**src/hdl/mfmsd_pkg.sv**
```systemverilog
package mfmsd_pkg;

    // sector layout, in raw longwords counted from the word after sync
    localparam int SECTOR_WORDS = 272;
    localparam int DATA_WORDS   = 128;

    localparam int CNT_W  = $clog2(SECTOR_WORDS + 1);
    localparam int ADDR_W = $clog2(DATA_WORDS);
    localparam int HALF_W = 16;

    localparam logic [31:0] MFM_MASK = 32'h5555_5555;

    localparam int POS_INFO_ODD  = 1;
    localparam int POS_INFO_EVEN = 2;
    localparam int POS_HDR_LAST  = 10;
    localparam int POS_HCK_ODD   = 11;
    localparam int POS_HCK_EVEN  = 12;
    localparam int POS_DCK_ODD   = 13;
    localparam int POS_DCK_EVEN  = 14;
    localparam int POS_DATA      = 15;
    localparam int POS_DATA_END  = POS_DATA + 2 * DATA_WORDS;

    // configuration register indexes
    localparam int CFG_IDX_W = 1;
    localparam logic [CFG_IDX_W-1:0] CFG_EXPECTED_FORMAT = 1'd0;
    localparam logic [CFG_IDX_W-1:0] CFG_TRACK_LIMIT     = 1'd1;

    localparam logic [7:0] EXPECTED_FORMAT_RST = 8'hff;
    localparam logic [7:0] TRACK_LIMIT_RST     = 8'd164;

    // per-item results of the sector tracker, handed to the output pipeline
    typedef struct packed {
        logic              mem_we;
        logic              mem_re;
        logic [ADDR_W-1:0] mem_addr;
        logic [HALF_W-1:0] half;      // squeezed data bits of this word
        logic              last;
        logic [7:0]        format_byte;
        logic [7:0]        track;
        logic [7:0]        sector_number;
        logic              header_ok;
        logic              data_ok;
        logic              keep;
        logic [6:0]        highest_cylinder;
        logic [7:0]        highest_sector;
    } item_t;

    // gather bits 0,2,..,30 into 16 bits
    function automatic logic [HALF_W-1:0] squeeze(input logic [31:0] w);
        logic [HALF_W-1:0] r;
        for (int i = 0; i < HALF_W; i++)
        begin
            r[i] = w[2*i];
        end
        return r;
    endfunction

    // place bit i at bit 2i
    function automatic logic [31:0] widen(input logic [HALF_W-1:0] h);
        logic [31:0] r;
        r = '0;
        for (int i = 0; i < HALF_W; i++)
        begin
            r[2*i] = h[i];
        end
        return r;
    endfunction

endpackage

```
**src/hdl/mfmsd_ram.sv**
```systemverilog
module mfmsd_ram #(
    parameter int WIDTH = 16,
    parameter int DEPTH = 128
) (
    input  logic                     clk,
    input  logic                     we,
    input  logic [$clog2(DEPTH)-1:0] waddr,
    input  logic [WIDTH-1:0]         wdata,
    input  logic                     re,
    input  logic [$clog2(DEPTH)-1:0] raddr,
    output logic [WIDTH-1:0]         rdata
);

    logic [WIDTH-1:0] mem [DEPTH];
    logic [WIDTH-1:0] rdata_reg;

    always_ff @(posedge clk)
    begin
        if (we)
        begin
            mem[waddr] <= wdata;
        end
        if (re)
        begin
            rdata_reg <= mem[raddr];
        end
    end

    assign rdata = rdata_reg;

endmodule

```
**src/hdl/mfmsd_track.sv**
```systemverilog
// Sector position tracking, info/checksum capture, XOR checksums, maxima.
module mfmsd_track (
    input  logic                 clk,
    input  logic                 rst_n,
    input  logic                 accept,
    input  logic [31:0]          raw_word,
    input  logic                 sector_start,
    input  logic [7:0]           expected_format,
    input  logic [7:0]           track_limit,
    output mfmsd_pkg::item_t     item
);

    localparam int CW = mfmsd_pkg::CNT_W;
    localparam int AW = mfmsd_pkg::ADDR_W;

    logic [CW-1:0] cnt_reg, cnt_next;
    logic [31:0]   info_reg, info_next;
    logic [31:0]   hxor_reg, hxor_next;
    logic [31:0]   dxor_reg, dxor_next;
    logic [31:0]   hck_reg, hck_next;
    logic [31:0]   dck_reg, dck_next;
    logic [6:0]    max_cyl_reg, max_cyl_next;
    logic [7:0]    max_sec_reg, max_sec_next;

    logic [CW-1:0] pos;
    logic [CW-1:0] k;
    logic [31:0]   bits;
    logic          live;
    logic          in_hdr;
    logic          in_data;
    logic          is_read;
    logic          is_last;
    logic [7:0]    fmt, trk, sec;
    logic          hok, dok, kp;

    always_comb
    begin
        pos     = sector_start ? '0 : cnt_reg;
        bits    = raw_word & mfmsd_pkg::MFM_MASK;
        live    = pos < CW'(mfmsd_pkg::SECTOR_WORDS);
        in_hdr  = (pos >= CW'(mfmsd_pkg::POS_INFO_ODD)) && (pos <= CW'(mfmsd_pkg::POS_HDR_LAST));
        in_data = (pos >= CW'(mfmsd_pkg::POS_DATA)) && (pos < CW'(mfmsd_pkg::POS_DATA_END));
        k       = pos - CW'(mfmsd_pkg::POS_DATA);
        is_read = in_data && k[AW];
        is_last = is_read && (&k[AW-1:0]);

        hxor_next = sector_start ? '0 : hxor_reg;
        dxor_next = sector_start ? '0 : dxor_reg;
        if (in_hdr)
        begin
            hxor_next = hxor_next ^ raw_word;
        end
        if (in_data)
        begin
            dxor_next = dxor_next ^ raw_word;
        end

        info_next = info_reg;
        hck_next  = hck_reg;
        dck_next  = dck_reg;
        if (pos == CW'(mfmsd_pkg::POS_INFO_ODD))
        begin
            info_next = {bits[30:0], 1'b0};
        end
        if (pos == CW'(mfmsd_pkg::POS_INFO_EVEN))
        begin
            info_next = info_reg | bits;
        end
        if (pos == CW'(mfmsd_pkg::POS_HCK_ODD))
        begin
            hck_next = {bits[30:0], 1'b0};
        end
        if (pos == CW'(mfmsd_pkg::POS_HCK_EVEN))
        begin
            hck_next = hck_reg | bits;
        end
        if (pos == CW'(mfmsd_pkg::POS_DCK_ODD))
        begin
            dck_next = {bits[30:0], 1'b0};
        end
        if (pos == CW'(mfmsd_pkg::POS_DCK_EVEN))
        begin
            dck_next = dck_reg | bits;
        end

        cnt_next = live ? pos + CW'(1) : cnt_reg;

        fmt = info_reg[31:24];
        trk = info_reg[23:16];
        sec = info_reg[15:8];
        hok = (hxor_next & mfmsd_pkg::MFM_MASK) == hck_reg;
        dok = (dxor_next & mfmsd_pkg::MFM_MASK) == dck_reg;
        kp  = (fmt == expected_format) && (trk < track_limit) && hok;

        max_cyl_next = max_cyl_reg;
        max_sec_next = max_sec_reg;
        if (is_last && kp)
        begin
            if (trk[7:1] > max_cyl_reg)
            begin
                max_cyl_next = trk[7:1];
            end
            if (sec > max_sec_reg)
            begin
                max_sec_next = sec;
            end
        end

        item.mem_we           = in_data && !k[AW];
        item.mem_re           = is_read;
        item.mem_addr         = k[AW-1:0];
        item.half             = mfmsd_pkg::squeeze(raw_word);
        item.last             = is_last;
        item.format_byte      = is_last ? fmt : '0;
        item.track            = is_last ? trk : '0;
        item.sector_number    = is_last ? sec : '0;
        item.header_ok        = is_last && hok;
        item.data_ok          = is_last && dok;
        item.keep             = is_last && kp;
        item.highest_cylinder = is_last ? max_cyl_next : '0;
        item.highest_sector   = is_last ? max_sec_next : '0;
    end

    always_ff @(posedge clk or negedge rst_n)
    begin
        if (!rst_n)
        begin
            cnt_reg     <= '0;
            info_reg    <= '0;
            hxor_reg    <= '0;
            dxor_reg    <= '0;
            hck_reg     <= '0;
            dck_reg     <= '0;
            max_cyl_reg <= '0;
            max_sec_reg <= '0;
        end
        else if (accept && live)
        begin
            cnt_reg     <= cnt_next;
            info_reg    <= info_next;
            hxor_reg    <= hxor_next;
            dxor_reg    <= dxor_next;
            hck_reg     <= hck_next;
            dck_reg     <= dck_next;
            max_cyl_reg <= max_cyl_next;
            max_sec_reg <= max_sec_next;
        end
        else if (accept && sector_start)
        begin
            // start flag always lands at position 0, so this arm is only
            // reached if SECTOR_WORDS were zero; keep accumulators cleared
            cnt_reg  <= '0;
            hxor_reg <= '0;
            dxor_reg <= '0;
        end
    end

endmodule

```
**src/hdl/mfm_odd_even_sector_decoder.sv**
```systemverilog
// MFM odd/even sector decoder.
// Input stream (s_axis_*): one raw MFM longword per item, starting with the
// word after sync; tuser marks word 0 of a new sector. Words 1..2 give the
// info word, 11..14 the header and data checksums, 15..142 the odd data
// halves (kept in a 128 x 16 RAM) and 143..270 the even halves.
// Output stream (m_axis_*): one item per even half, the woven data longword
// with its index; tlast on data word 127, which also carries the info
// fields, both checksum results, the keep flag and the running maxima over
// kept sectors. Summary fields read zero on other items. Words past 270 and
// beyond the sector length are dropped until the next start flag.
// Throughput: one item per cycle while the output is not stalled; each data
// word takes one RAM access (write of an odd half or read of its partner).
// Path: an accepted even half is registered in the RAM-read stage and then
// in the output register, which drives output tvalid.
// Backpressure: the output register and the RAM-read stage stall together;
// s_axis_tready drops only when both hold an item the receiver has not taken.
// Reset clears the counters, accumulators and maxima and loads the
// configuration defaults (format 0xff, track limit 164); the RAM needs no
// clearing since every odd half is written before its even partner reads it.
// Configuration (cfg_*) is always ready and is meant to be written while idle.
module mfm_odd_even_sector_decoder (
    input  logic                             clk,
    input  logic                             rst_n,
    // configuration write channel
    input  logic                             cfg_valid,
    output logic                             cfg_ready,
    input  logic [mfmsd_pkg::CFG_IDX_W-1:0]  cfg_index,
    input  logic [7:0]                       cfg_data,
    // input stream
    input  logic                             s_axis_tvalid,
    output logic                             s_axis_tready,
    input  logic [39:0]                      s_axis_tdata,  // raw_word[31:0], revolution[39:32]
    input  logic                             s_axis_tuser,  // sector_start
    // output stream
    output logic                             m_axis_tvalid,
    input  logic                             m_axis_tready,
    // data_word[31:0], word_index[38:32], format_byte[46:39], track[54:47],
    // sector_number[62:55], header_ok[63], data_ok[64], keep[65],
    // highest_cylinder[72:66], highest_sector[80:73], revolution_out[88:81],
    // zero fill [95:89]
    output logic [95:0]                      m_axis_tdata,
    output logic                             m_axis_tlast   // last
);

    localparam int AW = mfmsd_pkg::ADDR_W;
    localparam int HW = mfmsd_pkg::HALF_W;

    logic [7:0] exp_fmt_reg;
    logic [7:0] trk_lim_reg;

    logic              accept;
    logic              out_free;
    logic              s1_move;
    mfmsd_pkg::item_t  item;
    logic [HW-1:0]     odd_half;

    // RAM-read stage
    logic              s1_valid_reg, s1_valid_next;
    mfmsd_pkg::item_t  s1_item_reg;
    logic [7:0]        s1_rev_reg;

    // output register
    logic              m_valid_reg, m_valid_next;
    logic [95:0]       m_data_reg;
    logic              m_last_reg;

    assign cfg_ready = 1'b1;

    always_ff @(posedge clk or negedge rst_n)
    begin
        if (!rst_n)
        begin
            exp_fmt_reg <= mfmsd_pkg::EXPECTED_FORMAT_RST;
            trk_lim_reg <= mfmsd_pkg::TRACK_LIMIT_RST;
        end
        else if (cfg_valid)
        begin
            case (cfg_index)
                mfmsd_pkg::CFG_EXPECTED_FORMAT: exp_fmt_reg <= cfg_data;
                mfmsd_pkg::CFG_TRACK_LIMIT:     trk_lim_reg <= cfg_data;
                default:                        ;
            endcase
        end
    end

    // handshake: stage 1 moves when the output register frees up
    assign out_free      = !m_valid_reg || m_axis_tready;
    assign s1_move       = s1_valid_reg && out_free;
    assign s_axis_tready = !s1_valid_reg || out_free;
    assign accept        = s_axis_tvalid && s_axis_tready;

    mfmsd_track u_track (
        .clk             (clk),
        .rst_n           (rst_n),
        .accept          (accept),
        .raw_word        (s_axis_tdata[31:0]),
        .sector_start    (s_axis_tuser),
        .expected_format (exp_fmt_reg),
        .track_limit     (trk_lim_reg),
        .item            (item)
    );

    // odd halves; read data holds while stage 1 stalls since no read is
    // issued without an accept
    mfmsd_ram #(
        .WIDTH (HW),
        .DEPTH (mfmsd_pkg::DATA_WORDS)
    ) u_odd_ram (
        .clk   (clk),
        .we    (accept && item.mem_we),
        .waddr (item.mem_addr),
        .wdata (item.half),
        .re    (accept && item.mem_re),
        .raddr (item.mem_addr),
        .rdata (odd_half)
    );

    always_comb
    begin
        s1_valid_next = s1_valid_reg;
        if (s1_move)
        begin
            s1_valid_next = 1'b0;
        end
        if (accept && item.mem_re)
        begin
            s1_valid_next = 1'b1;
        end

        m_valid_next = m_valid_reg;
        if (m_axis_tready)
        begin
            m_valid_next = 1'b0;
        end
        if (s1_move)
        begin
            m_valid_next = 1'b1;
        end
    end

    always_ff @(posedge clk or negedge rst_n)
    begin
        if (!rst_n)
        begin
            s1_valid_reg <= 1'b0;
            m_valid_reg  <= 1'b0;
        end
        else
        begin
            s1_valid_reg <= s1_valid_next;
            m_valid_reg  <= m_valid_next;
        end
    end

    always_ff @(posedge clk)
    begin
        if (accept && item.mem_re)
        begin
            s1_item_reg <= item;
            s1_rev_reg  <= s_axis_tdata[39:32];
        end
        if (s1_move)
        begin
            // odd bits at odd positions, even bits at even positions
            m_data_reg <= {
                7'd0,
                s1_rev_reg,
                s1_item_reg.highest_sector,
                s1_item_reg.highest_cylinder,
                s1_item_reg.keep,
                s1_item_reg.data_ok,
                s1_item_reg.header_ok,
                s1_item_reg.sector_number,
                s1_item_reg.track,
                s1_item_reg.format_byte,
                s1_item_reg.mem_addr,
                (mfmsd_pkg::widen(odd_half) << 1) | mfmsd_pkg::widen(s1_item_reg.half)
            };
            m_last_reg <= s1_item_reg.last;
        end
    end

    assign m_axis_tvalid = m_valid_reg;
    assign m_axis_tdata  = m_data_reg;
    assign m_axis_tlast  = m_last_reg;

endmodule

```
**config.mk**
```make
export PLATFORM = sky130hd
export DESIGN_NAME = mfm_odd_even_sector_decoder
export DESIGN_NICKNAME = d
export VERILOG_FILES = /design/src/hdl/mfmsd_pkg.sv /design/src/hdl/mfmsd_ram.sv /design/src/hdl/mfmsd_track.sv /design/src/hdl/mfm_odd_even_sector_decoder.sv
export SDC_FILE = /design/constraint.sdc
export NUM_CORES = 2
export LEC_CHECK = 0
export ABC_AREA = 1
export ABC_CLOCK_PERIOD_IN_PS = 5900
export BUFFER_PORTS_ARGS = -buffer_cell sky130_fd_sc_hd__buf_2
export CORE_MARGIN = 4
export CORE_UTILIZATION = 56
export CTS_CLUSTER_DIAMETER = 150
export DETAILED_ROUTE_END_ITERATION = 6
export PLACE_DENSITY = 0.75
export SLEW_MARGIN = 10
export SYNTH_ARGS = -nofsm -noshare
export SYNTH_HDL_FRONTEND = slang
export SYNTH_SLANG_ARGS = --single-unit
```
**constraint.sdc**
```tcl
create_clock -name clk -period 5.9 [get_ports clk]
set_input_delay 0.295 -clock clk [delete_from_list [all_inputs] [get_ports clk]]
set_output_delay 0.295 -clock clk [all_outputs]
set_load 0.005 [all_outputs]
```
==> results.py <==
metrics = {
    "run_status": {
        "status": "complete, but fails checks",
        "violations": "DRC",
    },
    "pwr": {
        "leakage_nw": 36.5,
        "ir_worst_vdd_mv": 0.364,
        "powerDensity_mw_per_mm2": 362,
    },
    "synthesis": {
        "syn-mean-instance-area_um2": 13.8,
        "yosysTopAreaCell": "edfxtp_1",
        "synth.most_common_cell": "edfxtp_1",
        "synth_warnings": 0,
        "async_flop_share": 0.0678,
        "synth_common_cells": "2228 x edfxtp_1, 1771 x nand2_1, 451 x a22oi_1, 366 x nor2_1, 297 x inv_1",
        "yosysSeqAreaShare": 0.775,
        "synth_area_leaders": "edfxtp_1 73%, nand2_1 7.3%, dfrtp_1 4.1%",
        "yosysTopAreaCellShare": 0.731,
        "syn_area_mm2": 0.0915,
        "synth-edff-count": 2228,
        "synthFlopType": "edfxtp_1",
        "synth_cell_types": 55,
        "synthCells": 6637,
        "synth-seq-cells": 2390,
    },
    "die": {
        "io_pins": 155,
        "core_area_mm2": 0.163,
        "dieHeight_um": 412,
        "die_w_um": 412,
        "initial_utilization": 0.563,
        "dieArea_mm2": 0.170,
        "row_count": 148,
    },
    "routing": {
        "drt-total-wl_um": 253000,
        "vias": 57800,
        "routed_via_density": 6.16,
        "first_pass_iters": 7,
        "ant_nets": 0,
        "drc": 1,
        "dr.first_iter.drc_count": 8885,
        "avgRoutedWirePerCell_um": 26.9,
    },
    "setup_path": {
        "cp-startpoint": "s_axis_tuser",
        "path_buf_inv": 7,
        "endpoint": "u_odd_ram.rdata[12]$_DFFE_PP_",
        "required_ps": 6530,
        "crit_type": "in -> reg",
        "r2r-end": "u_odd_ram.mem[1][14]$_DFFE_PP_",
        "critPathMostFrequentCell": "nand2_1",
        "slowest_stage": "o21ai_0",
        "crit_arrival_ps": 5260,
        "cp.depth": 19,
        "endpoint_kind": "register",
        "rrSetupSlack_ps": 1420,
        "r2r_start": "u_track.cnt_reg[4]$_DFFE_PN0P_",
        "path_delay_family": "buffers and inverters",
        "crit_path_start_kind": "primary input",
        "crit_path_max_fanout": 78,
        "max_stage_delay_ps": 720,
        "path_cells": "dlygate4sd3_1, buf_2, inv_4, nand2_4, nor2_4, nand2_1, nand2_1, inv_1, nand3_2, buf_4, inv_8, buf_12, a22oi_1, nand4_1, nand2_1, nand2_1, o21ai_0, and2_1, nand2_1",
        "worst-r2r-cell-count": 9,
    },
    "cts": {
        "clk_pin_slew_ps": 70,
        "clk_latency_ps": 890,
        "cts_htree_levels": 4,
        "ctsResizeCount": 0,
        "cts.sinks": 2390,
        "cts_made_buffers": 225,
        "clockRootBuffer": "clkbuf_16",
        "clockBufferDepth": 3,
        "cts_tree": "yes",
    },
    "sta": {
        "finalClockSkew_ps": 67.0,
        "rsz0062_at_grt": "false",
        "slew_headroom": 0.159,
        "max_freq_mhz": 216,
        "hold_viol": 0,
        "setup_tns_ps": 0,
        "setup_viol": 0,
        "tightest_slew_ps": 1260,
        "whs_ps": 42.3,
        "min_period_over_period": 0.784,
        "drv_slew": 0,
        "period_minus_slack_ps": 4630,
    },
    "global_routing": {
        "overflow": 0,
        "grt_pass1_wl_um": 368000,
        "antenna_found_initial": 8,
        "grt_pass1_vias": 56300,
        "grt_usage": 0.296,
        "grt_max_degree": 103,
    },
    "final_layout": {
        "final_nets": 7085,
        "drive_gt1_frac": 0.116,
        "syn_to_final_growth_pct": 13.3,
        "fin_util": 0.638,
        "largest_register_ffs": 2048,
    },
    "run": {
        "drv_cap": 0,
    },
    "worst_hold_path": {
        "holdPathStages": 3,
        "min_path_type": "in -> reg",
    },
    "placement": {
        "portBuffers": 130,
        "dpl.hpwl_um": 146000,
        "place_congestion": 0.884,
    },
}
[cell type report]
class                           instances  area [um^2]
Clock inverter                        145         1550
Sequential cell                      2390        71000
Inverter                              315         1230
Multi-Input combinational cell       3625        17900
Tap cell                             2175         2720
Timing Repair Buffer                  449         3430
Antenna cell                            2         5.00
Fill cell                           11300        58900
Clock buffer                          276         5900
[where the power goes]
| part | internal, mW | total (mW) | switching, mW |
|---|---|---|---|
| combinational | 1.17 | 4.08 | 2.91 |
| sequential | 18.8 | 19.0 | 0.194 |
| clock | 8.22 | 14.5 | 6.27 |
| total | 28.2 | 37.6 | 9.38 |
[per-layer routing]
metal	up-vias	global-route usage	routed length [um]
li1	24800	-	-
met1	28300	0.396	90300
met2	4044	0.465	117000
met3	640	0.0685	32400
met4	6	0.136	12600
met5	-	0	39
[worst min-delay path by stage]
stage,startpoint,endpoint,slack (ps)
after detailed placement,s1_item_reg[48]$_DFFE_PP_,m_axis_tdata[10]$_DFFE_PP_,400
after global placement,s1_item_reg[32]$_SDFFCE_PN0P_,m_axis_tdata[53]$_DFFE_PP_,400
after floorplan,rst_n,m_axis_tvalid$_DFFE_PN0P_,-0.6
final,s_axis_tdata[10],u_track.dck_reg[10]$_DFFE_PN0P_,40
after CTS,cfg_index,trk_lim_reg[2]$_DFFE_PN1P_,3
after global routing,s_axis_tdata[22],u_odd_ram.mem[12][11]$_DFFE_PP_,40
[logic make-up after synthesis]
kind of cell,synth area share
AOI/OAI and AO/OA,0.0653
xor gates and xnor gates,0.00421
adders and majority gates,0.00328
buffers and inverters,0.0295
DFF,0.775
other,0.0000821
and+or+nand+nor,0.122
[tightest hold or removal path, stage by stage]
cell     delay (ps)
buf_4           300
nand2_1         160
a21oi_1          50
[layout by cell type, fill, tap and decap left out, drive strengths merged, types with 6 or more instances in the layout]
cell type	netlist	layout
edfxtp	2228	2228
nand2	1798	1798
a22oi	451	451
buf	198	415
nor2	374	374
inv	314	321
clkbuf	115	276
nand4	251	251
o21ai	249	249
nand3	188	188
dfrtp	151	151
a21oi	108	108
clkinv	1	108
xor2	38	38
dlygate4sd3	0	34
bufinv	0	25
ha	24	24
o21a	19	19
a221oi	18	18
a22o	14	14
o2111ai	12	12
o2bb2ai	12	12
dfstp	11	11
nor3	11	11
conb	2	8
nor4	7	7
xnor2	6	6
clkinvlp	0	6
[metrics by stage]
step	cells	setup slack, ps	total power [mW]	instance area [um^2]
6_report	9377	1270	37.6	104000
5_1_grt	9375	1270	38.8	104000
4_1_cts	9375	1470	37.6	104000
3_5_place_dp	8920	1200	23.3	95900
3_3_place_gp	8920	1260	23.2	95900
2_1_floorplan	6643	311	21.6	91500
[repair_timing]
item | in CTS | in global routing
hold buffers | 34 | 0
buffers inserted | 0 | 0
endpoints found under the hold margin | 309 | 0
(Power assumes the default switching activity.)
